### src/hdl/dtb_pkg.sv
// Shared types and constants for the DMA descriptor table builder.
// Used by every module of the block and by its checker.
package dtb_pkg;

  localparam int unsigned DTB_CHUNK_BYTES   = 4096;
  localparam int unsigned DTB_TABLE_ENTRIES = 256;

  localparam int unsigned ALIGN_W = 13;
  localparam int unsigned MAXX_W  = 17;
  localparam int unsigned CFG_W   = 17;
  localparam int unsigned LEN_W   = 17;
  localparam int unsigned CNT_W   = 18;
  localparam int unsigned ADDR_W  = 32;
  localparam int unsigned SLOT_W  = 4;

  localparam logic [SLOT_W-1:0] LAST_SLOT   = 4'd15;
  localparam logic [LEN_W-1:0]  SEG_MAX     = 17'd65536;
  localparam logic [ALIGN_W-1:0] ALIGN_RST  = 13'd2;
  localparam logic [MAXX_W-1:0]  MAXX_RST   = 17'd65536;

  typedef enum logic [2:0] {
    ST_OK         = 3'd0,
    ST_BUSY       = 3'd1,
    ST_ZERO_LEN   = 3'd2,
    ST_MISALIGNED = 3'd3,
    ST_OVERSIZED  = 3'd4,
    ST_NOT_LOAD   = 3'd5,
    ST_TABLE_FULL = 3'd6
  } status_e;

  typedef enum logic [1:0] {
    OP_START   = 2'd0,
    OP_SEGMENT = 2'd1,
    OP_FINISH  = 2'd2,
    OP_NONE    = 2'd3
  } op_e;

  typedef enum logic {
    REG_ALIGN = 1'b0,
    REG_MAXX  = 1'b1
  } reg_e;

  typedef struct packed {
    logic [LEN_W-1:0]  count;
    logic [LEN_W-1:0]  next_off;
    logic [ADDR_W-1:0] base;
    logic              last;
  } chunk_res_t;

endpackage

### src/hdl/dtb_chunk_alu.sv
// Chunk splitter unit: one chunk of a segment per use, reused for each chunk.
// Depends on dtb_pkg.
module dtb_chunk_alu #(
  parameter int unsigned CHUNK_BYTES = dtb_pkg::DTB_CHUNK_BYTES
) (
  input  logic [dtb_pkg::ADDR_W-1:0] seg_addr_i,
  input  logic [dtb_pkg::LEN_W-1:0]  seg_len_i,
  input  logic [dtb_pkg::LEN_W-1:0]  off_i,
  input  logic                       last_slot_i,
  output dtb_pkg::chunk_res_t        res_o
);
  import dtb_pkg::*;

  localparam logic [LEN_W-1:0] CHUNK = LEN_W'(CHUNK_BYTES);

  logic [LEN_W-1:0] rem;
  logic [LEN_W-1:0] cnt;

  always_comb begin
    rem = seg_len_i - off_i;
    cnt = (last_slot_i || rem < CHUNK) ? rem : CHUNK;
    res_o.count    = cnt;
    res_o.next_off = off_i + cnt;
    res_o.base     = seg_addr_i + {{(ADDR_W-LEN_W){1'b0}}, off_i};
    res_o.last     = (cnt == rem);
  end

endmodule

### src/hdl/dma_descriptor_table_builder.sv
// DMA descriptor table builder, top level: sequencer, state and output word register.
// Depends on dtb_pkg and dtb_chunk_alu.
//
// Input channel (in_valid_i / in_stall_o) takes one word: start, segment or finish.
// Output channel (out_valid_o / out_stall_i) returns one or more result words per
// input word; run_last_o marks the last one. The block works on one input word at
// a time and holds in_stall_o high until the last result is in the output register.
// Start, finish and ignored ops: one result, formed in S_EXEC and then registered.
// Segment: S_EXEC sizes the table check, then S_EMIT loads one descriptor per cycle
// from the shared chunk unit while the output is not stalled (up to 16 chunks, 16
// for a 64 KiB segment in 4 KiB chunks); a segment not in loading phase: one result.
// The next word is accepted the cycle after the last result is loaded.
// A stalled output register holds its word and the sequencer waits on it.
// Reset (rst_ni low, asynchronous) clears phase, direction and table position,
// empties the output register and sets align_bytes to 2, max_transfer to 65536.
// The config port (cfg_we_i, cfg_idx_i, cfg_data_i) writes one register per cycle
// and is to be used only while the block is idle.
module dma_descriptor_table_builder #(
  parameter int unsigned CHUNK_BYTES   = dtb_pkg::DTB_CHUNK_BYTES,
  parameter int unsigned TABLE_ENTRIES = dtb_pkg::DTB_TABLE_ENTRIES
) (
  input  logic        clk_i,
  input  logic        rst_ni,
  input  logic        cfg_we_i,
  input  logic        cfg_idx_i,
  input  logic [16:0] cfg_data_i,
  input  logic        in_valid_i,
  output logic        in_stall_o,
  input  logic [1:0]  op_i,
  input  logic [31:0] req_addr_i,
  input  logic [17:0] req_count_i,
  input  logic        req_dir_i,
  input  logic [31:0] seg_addr_i,
  input  logic [16:0] seg_len_i,
  input  logic        seg_final_i,
  output logic        out_valid_o,
  input  logic        out_stall_i,
  output logic [2:0]  status_o,
  output logic        entry_valid_o,
  output logic [7:0]  entry_index_o,
  output logic [31:0] entry_base_o,
  output logic [15:0] entry_count_o,
  output logic        entry_eot_o,
  output logic        run_last_o,
  output logic        xfer_active_o,
  output logic        xfer_read_o
);
  import dtb_pkg::*;

  localparam int unsigned ENT_W  = $clog2(TABLE_ENTRIES + 1);
  localparam int unsigned PROD_W = SLOT_W + LEN_W + 1;
  localparam logic [ENT_W-1:0] TABLE_N = ENT_W'(TABLE_ENTRIES);

  typedef enum logic [2:0] {
    S_IDLE = 3'b001,
    S_EXEC = 3'b010,
    S_EMIT = 3'b100
  } state_e;

  typedef enum logic [2:0] {
    PH_IDLE    = 3'b001,
    PH_LOADING = 3'b010,
    PH_ACTIVE  = 3'b100
  } phase_e;

  state_e state_q, state_d;
  phase_e phase_q, phase_d;
  logic   read_q, read_d;
  logic [ENT_W-1:0]  next_entry_q, next_entry_d;
  logic [LEN_W-1:0]  off_q, off_d;
  logic [SLOT_W-1:0] slot_q, slot_d;
  logic full_q, full_d;

  logic [ALIGN_W-1:0] align_q;
  logic [MAXX_W-1:0]  maxx_q;

  op_e               op_q;
  logic [ADDR_W-1:0] req_addr_q;
  logic [CNT_W-1:0]  req_count_q;
  logic              req_dir_q;
  logic [ADDR_W-1:0] seg_addr_q;
  logic [LEN_W-1:0]  seg_len_q;
  logic              fin_q;

  logic              out_valid_q;
  status_e           out_status_q, o_status;
  logic              out_ev_q, o_ev;
  logic [7:0]        out_idx_q, o_idx;
  logic [ADDR_W-1:0] out_base_q, o_base;
  logic [15:0]       out_cnt_q, o_cnt;
  logic              out_eot_q, o_eot;
  logic              out_last_q, o_last;
  logic              out_act_q, o_act;
  logic              out_rd_q, o_rd;

  logic out_ld, produce, accept;
  logic [ALIGN_W-1:0] mask;
  logic [ENT_W-1:0]   free_n;
  logic [ENT_W+4:0]   free_x;
  logic [PROD_W-1:0]  room;
  logic [ENT_W+7:0]   idx_x;
  logic               seg_act;
  chunk_res_t         chunk;

  assign accept     = in_valid_i && !in_stall_o;
  assign in_stall_o = (state_q != S_IDLE);
  assign out_ld     = !out_valid_q || !out_stall_i;
  assign mask       = align_q - ALIGN_W'(1);
  assign free_n     = TABLE_N - next_entry_q;
  assign free_x     = {5'b0, free_n};
  assign room       = PROD_W'(free_x[3:0]) * PROD_W'(CHUNK_BYTES);
  assign idx_x      = {8'b0, next_entry_q};
  assign seg_act    = fin_q && !full_q;

  dtb_chunk_alu #(
    .CHUNK_BYTES(CHUNK_BYTES)
  ) u_alu (
    .seg_addr_i (seg_addr_q),
    .seg_len_i  (seg_len_q),
    .off_i      (off_q),
    .last_slot_i(slot_q == LAST_SLOT),
    .res_o      (chunk)
  );

  always_ff @(posedge clk_i or negedge rst_ni) begin
    if (!rst_ni) begin
      align_q <= ALIGN_RST;
      maxx_q  <= MAXX_RST;
    end else if (cfg_we_i) begin
      unique case (reg_e'(cfg_idx_i))
        REG_ALIGN: align_q <= cfg_data_i[ALIGN_W-1:0];
        REG_MAXX:  maxx_q  <= cfg_data_i[MAXX_W-1:0];
        default:   ;
      endcase
    end
  end

  always_ff @(posedge clk_i) begin
    if (accept) begin
      op_q        <= op_e'(op_i);
      req_addr_q  <= req_addr_i;
      req_count_q <= req_count_i;
      req_dir_q   <= req_dir_i;
      seg_addr_q  <= seg_addr_i;
      seg_len_q   <= (seg_len_i > SEG_MAX) ? SEG_MAX : seg_len_i;
      fin_q       <= seg_final_i;
    end
  end

  always_comb begin
    state_d      = state_q;
    phase_d      = phase_q;
    read_d       = read_q;
    next_entry_d = next_entry_q;
    off_d        = off_q;
    slot_d       = slot_q;
    full_d       = full_q;
    produce      = 1'b0;
    o_status     = ST_OK;
    o_ev         = 1'b0;
    o_idx        = '0;
    o_base       = '0;
    o_cnt        = '0;
    o_eot        = 1'b0;
    o_last       = 1'b1;
    o_act        = 1'b0;
    o_rd         = 1'b0;

    unique case (state_q)
      S_IDLE: begin
        if (accept) state_d = S_EXEC;
      end
      S_EXEC: begin
        if (out_ld) begin
          produce = 1'b1;
          state_d = S_IDLE;
          unique case (op_q)
            OP_START: begin
              if (phase_q != PH_IDLE) begin
                o_status = ST_BUSY;
              end else if (req_count_q == '0) begin
                o_status = ST_ZERO_LEN;
              end else if ((req_addr_q[ALIGN_W-1:0] & mask) != '0 ||
                           (req_count_q[ALIGN_W-1:0] & mask) != '0) begin
                o_status = ST_MISALIGNED;
              end else if (req_count_q > {1'b0, maxx_q}) begin
                o_status = ST_OVERSIZED;
              end else begin
                phase_d      = PH_LOADING;
                read_d       = req_dir_q;
                next_entry_d = '0;
              end
            end
            OP_SEGMENT: begin
              if (phase_q != PH_LOADING) begin
                o_status = ST_NOT_LOAD;
              end else if (seg_len_q == '0) begin
                if (fin_q) phase_d = PH_ACTIVE;
              end else begin
                produce = 1'b0;
                state_d = S_EMIT;
                off_d   = '0;
                slot_d  = '0;
                full_d  = (free_x < (ENT_W+5)'(16)) && (room < PROD_W'(seg_len_q));
              end
            end
            OP_FINISH: begin
              phase_d      = PH_IDLE;
              read_d       = 1'b0;
              next_entry_d = '0;
            end
            default: ;
          endcase
          o_act = (phase_d == PH_ACTIVE);
          o_rd  = o_act && read_d;
        end
      end
      S_EMIT: begin
        if (out_ld) begin
          produce = 1'b1;
          o_act   = seg_act;
          o_rd    = seg_act && read_q;
          if (next_entry_q >= TABLE_N) begin
            o_status = ST_TABLE_FULL;
            state_d  = S_IDLE;
          end else begin
            o_ev         = 1'b1;
            o_idx        = idx_x[7:0];
            o_base       = chunk.base;
            o_cnt        = chunk.count[15:0];
            o_last       = chunk.last;
            o_eot        = chunk.last && fin_q;
            next_entry_d = next_entry_q + ENT_W'(1);
            off_d        = chunk.next_off;
            slot_d       = slot_q + SLOT_W'(1);
            if (chunk.last) begin
              state_d = S_IDLE;
              if (seg_act) phase_d = PH_ACTIVE;
            end
          end
        end
      end
      default: state_d = S_IDLE;
    endcase
  end

  always_ff @(posedge clk_i or negedge rst_ni) begin
    if (!rst_ni) begin
      state_q      <= S_IDLE;
      phase_q      <= PH_IDLE;
      read_q       <= 1'b0;
      next_entry_q <= '0;
      off_q        <= '0;
      slot_q       <= '0;
      full_q       <= 1'b0;
      out_valid_q  <= 1'b0;
    end else begin
      state_q      <= state_d;
      phase_q      <= phase_d;
      read_q       <= read_d;
      next_entry_q <= next_entry_d;
      off_q        <= off_d;
      slot_q       <= slot_d;
      full_q       <= full_d;
      if (out_ld) out_valid_q <= produce;
    end
  end

  always_ff @(posedge clk_i) begin
    if (out_ld && produce) begin
      out_status_q <= o_status;
      out_ev_q     <= o_ev;
      out_idx_q    <= o_idx;
      out_base_q   <= o_base;
      out_cnt_q    <= o_cnt;
      out_eot_q    <= o_eot;
      out_last_q   <= o_last;
      out_act_q    <= o_act;
      out_rd_q     <= o_rd;
    end
  end

  assign out_valid_o   = out_valid_q;
  assign status_o      = out_status_q;
  assign entry_valid_o = out_ev_q;
  assign entry_index_o = out_idx_q;
  assign entry_base_o  = out_base_q;
  assign entry_count_o = out_cnt_q;
  assign entry_eot_o   = out_eot_q;
  assign run_last_o    = out_last_q;
  assign xfer_active_o = out_act_q;
  assign xfer_read_o   = out_rd_q;

endmodule

### config.mk
export PLATFORM = sky130hd
export DESIGN_NAME = dma_descriptor_table_builder
export DESIGN_NICKNAME = d
export VERILOG_FILES = /design/src/hdl/dtb_pkg.sv /design/src/hdl/dtb_chunk_alu.sv /design/src/hdl/dma_descriptor_table_builder.sv
export SDC_FILE = /design/constraint.sdc
export NUM_CORES = 1
export LEC_CHECK = 0
export BUFFER_PORTS_ARGS = -buffer_cell sky130_fd_sc_hd__buf_2
export CORE_AREA = 2 2 165 167
export CTS_CLUSTER_DIAMETER = 50
export DETAILED_ROUTE_END_ITERATION = 10
export DIE_AREA = 0 0 167 169
export GPL_TIMING_DRIVEN = 0
export PLACE_DENSITY = 0.68
export SETUP_SLACK_MARGIN = 0.3
export SYNTH_ARGS = -nofsm -noshare
export SYNTH_HDL_FRONTEND = slang
export SYNTH_SLANG_ARGS = --single-unit
### constraint.sdc
create_clock -name clk_i -period 5.2 [get_ports clk_i]
set_input_delay 1.04 -clock clk_i [delete_from_list [all_inputs] [get_ports clk_i]]
set_output_delay 1.04 -clock clk_i [all_outputs]
set_load 0.02 [all_outputs]
Yosys cells after proc, flatten, opt, wreduce, memory -nomap -nowiden
Index checks and enable logic that the tools add are counted.
W data, S select, Z words.
- register bits after elaboration: 217
- output and inout port bits: 66
- word-level logic and storage cells: 181
- bits of input ports: 126
- order comparisons: 6
- equal/unequal tests: 26
- mux-type cells: 79
- reductions and logical operators: 30
- bitwise gates (word level): 7
- $add $sub $neg: 7
- operators by type and width (kind ; count):
    $mux W17 ; 7
    $mux W3 ; 30
    $mux W9 ; 7
    $pmux W9 S2 ; 2
    $pmux W17 S2 ; 1
    $add A32 B17 Y32 ; 1
    $and A13 B13 Y13 ; 2
    $reduce_bool A13 Y1 ; 2
    $mux W4 ; 6
    $gt A18 B17 Y1 ; 1
    $logic_not A18 Y1 ; 1
    $ne A2 B2 Y1 const B ; 9
    $pmux W3 S2 ; 3
    $pmux W3 S3 ; 2
    $add A17 B17 Y17 ; 1
    $eq A17 B17 Y1 ; 1
    $gt A17 B17 Y1 const B ; 1
    $logic_not A17 Y1 ; 1
    $lt A16 B17 Y1 ; 1
    $lt A17 B13 Y1 const B ; 1
    $sub A17 B17 Y17 ; 1
    $mux W1 ; 16
    $ne A3 B3 Y1 const B ; 5
    $sub A13 B1 Y13 const B ; 1
    28 further kinds ; 52

Longest topological paths before layout
- depth in word-level cells: 14
- depth in mapped cells: 24
- mapped depth without buffers: 23

Hierarchy
Synthesis repeated with hierarchy kept, for this count alone.
- cell total of the unflattened synthesis: 1092
- area, all modules: 12166.7 um2
- modules (own cells, without submodules) (module ; area each (um2) ; instances ; cells each ; sequential area each (um2)):
    dma_descriptor_table_builder ; 9291.4 ; 1 ; 688 ; 6175.9
    dtb_chunk_alu ; 2875.3 ; 1 ; 404 ; 0.0

Least setup slack after synthesis
No wires, ideal clock.
- path kind: reg2reg
- from: register off_q[2]
- to: register off_q[16]
- path buffers: 1
- setup slack: -0.045 ns
- stages on the path, launching flop included: 24
- data required time: 5.117 ns
- clock period less this slack: 5.245 ns
- arrival: 5.162 ns
- setup time: 0.083 ns
- cells stage by stage: dfrtp_1 > inv_1 > ha_1 > nor2b_1 > o31a_1 > o41a_1 > o2bb2ai_1 > a211oi_1 > and4bb_1 > a21oi_1 > clkbuf_1 > nor2_1 > fa_1 > a21o_1 > a21oi_1 > o21bai_1 > a21oi_1 > o21bai_1 > a21o_1 > o21ai_0 > o21ai_0 > xor2_1 > or3_1 > o21ai_0
- RTL lines (what ; RTL line ; source):
    from (decl) ; dma_descriptor_table_builder.sv:70 ; logic [LEN_W-1:0] off_q, off_d;
    from (signal assigned) ; dma_descriptor_table_builder.sv:253 ; off_q <= '0;
    from (signal assigned) ; dma_descriptor_table_builder.sv:262 ; off_q <= off_d;

Worst setup path in the final report
- from: register off_q[3]
- to: register off_q[16]
- longest elaborated chain between the ends: 8
- ends and longest elaborated chain (what ; RTL line ; source):
    $sub A17 B17 Y17 ; dtb_chunk_alu.sv:20 ; rem = seg_len_i - off_i;
    $lt A17 B13 Y1 ; dtb_chunk_alu.sv:21 ; cnt = (last_slot_i || rem < CHUNK) ? rem : CHUNK;
    $logic_or A1 B1 Y1 ; dtb_chunk_alu.sv:21 ;
    $mux W17 ; dtb_chunk_alu.sv:21 ;
    $add A17 B17 Y17 (*) ; dtb_chunk_alu.sv:23 ; res_o.next_off = off_i + cnt;
    $mux W17 (*) ; dma_descriptor_table_builder.sv:223 ; if (next_entry_q >= TABLE_N) begin
    $mux W17 (*) ; dma_descriptor_table_builder.sv:219 ; if (out_ld) begin
    $pmux W17 S2 (*) ; dma_descriptor_table_builder.sv:169 ; unique case (state_q)
Every way passes the cells marked *; elsewhere a longest branch is shown, timed or not. The select of a mux whose other input is x is not followed.
A chain may end at the register's enable or synchronous reset.

==> impl_metrics.toml <==
[run_status]
outcome = "finished clean"

[critical_path]
reg2reg_from = "off_q[3]"
critPathMaxStageDelay_ns = 0.49
critPathLaunchType = "register"
reg2reg_depth = 23
path_depth = 23
path_class = "reg2reg"
crit_path_end_kind = "register"
worstPathRequired_ns = 5.66
worstReg2RegEnd = "off_q[16]"
cp_max_fo = 5
crit_arrival_ns = 5.33
cp_cell_sequence = "inv_1 -> ha_1 -> o21a_1 -> o31a_1 -> o41a_1 -> o2bb2ai_2 -> a211oi_2 -> and4bb_2 -> a21oi_4 -> buf_6 -> nor3b_4 -> fa_2 -> a21o_1 -> a21oi_2 -> o21bai_1 -> a21oi_2 -> o21bai_2 -> a21o_1 -> o21ai_2 -> o21ai_1 -> xor2_1 -> or3_1 -> o21ai_2"
cp-endpoint = "off_q[16]"
crit_family = "compound AO/OA/AOI/OAI gates"
rrSetupSlack_ns = 0.33
slowest_stage = "o41a_1"
path_buf_inv = 2
critPathLaunch = "off_q[3]"

[sta]
rsz0062_at_grt = "true"
period_minus_slack_ns = 4.87
max_slew.worst_pin.slew_ns = 0.833
fin_skew_ns = 0.00898
min_period_over_period_pct = 93.6
relSlewSlack_pct = 44.3
slew_viol_final = 0
max_freq_ghz = 0.205
hold_ws_ns = 0.372
finalSetupViolCount = 0
finalHoldViolCount = 0

[die]
start_util_pct = 44.2
die_x_um = 167
io_pins = 192
dieArea_um2 = 28200
chipHeight_um = 169
rows = 60
design.core.area_um2 = 26500

[logic_synthesis]
synth.distinct_cells = 74
async_flop_share_pct = 31.8
ys_seq_elements = 217
synth_commonest_cells = "edfxtp_1 (148), nor2_1 (111), ha_1 (74)"
syn_inst = 1071
syn_area_um2 = 11700
synth.most_common_cell = "edfxtp_1"
syn_nets = 1274
yosysSeqAreaShare_pct = 52.8
yosysTopAreaCellShare_pct = 38.0
synth-edff-count = 148
synthTopCellsByArea = "edfxtp_1 (38%), dfrtp_1 (14%), ha_1 (7.9%)"
synth_top_area_cell = "edfxtp_1"
yosys_warnings = 0
ys.flop_type = "edfxtp_1"
syn_area_per_cell_um2 = 10.9

[final_layout]
multi_input_area_um2 = 5300
fin_util_pct = 54.7
synthToLayoutAreaGrowth_pct = 24.0
diodes = 0
num-fill-cells = 2305
regArea_um2 = 6180
layout-drive-gt1-share_pct = 25.5
nets = 1518

[min_path]
hold_class = "in2async"

[global_routing]
grt_max_degree = 55
gr-total-overflow = 0
grt_first_pass_wirelength_um = 46200
grt_usage_pct = 20.3
antenna_found_initial = 1
grt_pass1_vias = 8986

[drt]
antenna_left = 0
drc = 0
vias = 9138
wl_um = 29300
wl_per_cell_um = 17.4
via_per_inst = 5.44
firstDrtPassIters = 5
first_iter_violations = 701

[placed_design]
routabilityCongestion = 0.907
hpwl_um = 21300
portBuffers = 172

[pwr]
vdd_ir_drop_max_mv = 0.300
leakagePower_nw = 6.19
power_density_nw_per_um2 = 388
power.total_w = 0.00562

[cts]
ctsHoldBuffers = 0
root_buffer = "clkbuf_16"
cts_buffers = 29
clock_latency_ns = 0.54
cts_tree = "built"
cts_max_path_buffers = 3
htree_levels = 1
cts_sinks = 217
clkSlewWorstSetupHoldPaths_ns = 0.06

[run]
cap_violations = 0
## power by group
part / internal [W] / switching [W] / leakage [nW]
combinational: 0.000530 / 0.000792 / 3.47
sequential: 0.00217 / 0.000152 / 2.25
clock: 0.00119 / 0.000789 / 0.469
total: 0.00389 / 0.00173 / 6.19
## per-stage QoR
step	cell area, um2	setup TNS (ns)	worst slack [ns]	std cells
finish	14500	0	0.334	1679
global route	14500	0	0.143	1679
CTS	14300	0	0.300	1668
detailed placement	13100	-0.395	-0.395	1588
global placement	13000	-0.340	-0.340	1584
floorplan	11700	0	0.233	1071
## routing by layer
metal,GRT usage (%),wire length [um],vias up
met5,0,7,-
li1,-,-,4435
met2,35.4,14400,288
met4,7.08,961,2
met1,25.3,12100,4347
met3,3.72,1810,66
## worst register-to-register path, delay by kind of cell, from the launching register on
family                     cells  cell delay (ns)
and+or+nand+nor                3             0.67
buffers and inverters          2             0.20
DFF                            1             0.47
AOI/OAI and AO/OA             15             2.58
xor gates and xnor gates       1             0.16
adders and majority gates      2             0.71
## sequential cells by signal, indices dropped and copies added (netlist names), 8 cells and up
name,cells
maxx_q,17
entry_count_o,16
req_count_q,18
entry_index_o,8
seg_len_q,17
seg_addr_q,32
next_entry_q,9
off_q,17
entry_base_o,32
align_q,13
req_addr_q,13
## how the worst min path moves through the flow
stage | start | to | slack [ns]
floorplan | maxx_q[10] | maxx_q[10] | 0.48
global placement | maxx_q[4] | maxx_q[4] | 0.49
finish | rst_ni | maxx_q[10] | 0.37
CTS | rst_ni | align_q[6] | 0.36
detailed placement | maxx_q[8] | maxx_q[8] | 0.49
global route | rst_ni | align_q[6] | 0.37
## cells in the final DEF (no fill, tap or decap), types with 6 or more instances in the layout
cell | Yosys | routed
o22ai_1 | 7 | 7
o21a_1 | 7 | 7
xnor2_1 | 24 | 24
inv_1 | 73 | 72
o21ai_0 | 48 | 42
nor4_1 | 22 | 22
ha_1 | 74 | 72
clkbuf_16 | 0 | 29
buf_2 | 1 | 172
edfxtp_1 | 148 | 148
a31oi_1 | 9 | 9
or3_1 | 9 | 9
o21ai_1 | 9 | 12
buf_4 | 0 | 35
and3_1 | 13 | 12
dfrtp_1 | 65 | 62
nor2_1 | 111 | 109
o21bai_1 | 7 | 6
nand2_1 | 67 | 67
nand2b_1 | 19 | 19
a21o_1 | 26 | 26
mux2_2 | 27 | 27
nor2b_1 | 24 | 23
and2_1 | 13 | 12
nor3_1 | 15 | 15
clkbuf_1 | 21 | 21
a21oi_2 | 1 | 6
nand4_1 | 13 | 13
xor2_1 | 29 | 29
a22o_1 | 6 | 6
a21oi_1 | 61 | 54
nand3_1 | 24 | 24
## cell type report
class                           count  share of cell area (%)
Sequential cell                   217                    42.6
Multi-Input combinational cell    757                    36.6
Timing Repair Buffer              213                    8.60
Clock buffer                       32                    5.08
Tap cell                          341                    2.94
Inverter                           74                    1.92
Clock inverter                     22                    1.59
Buffer                             23                   0.699
## what timing repair did
action                                  in CTS  in global routing
resized for setup                           20                 25
endpoints found under the setup margin       9                 10
buffers inserted                            26                 11
pin swaps                                   21                 25
hold endpoints to repair                     0                  0
## cell families (layout without fill, tap and decap cells)
family	Yosys count	in the layout	synth area share, %
adder cells (fa/ha/maj)	77	77	8.43
AO/OA/AOI/OAI	235	235	13.1
multiplexers	31	31	2.94
AND/OR/NAND/NOR	360	360	15.5
XOR/XNOR	54	54	4.11
flip-flops	217	217	52.8
buffers and inverters	97	364	3.12
Power figures use the tool's default switching activity.
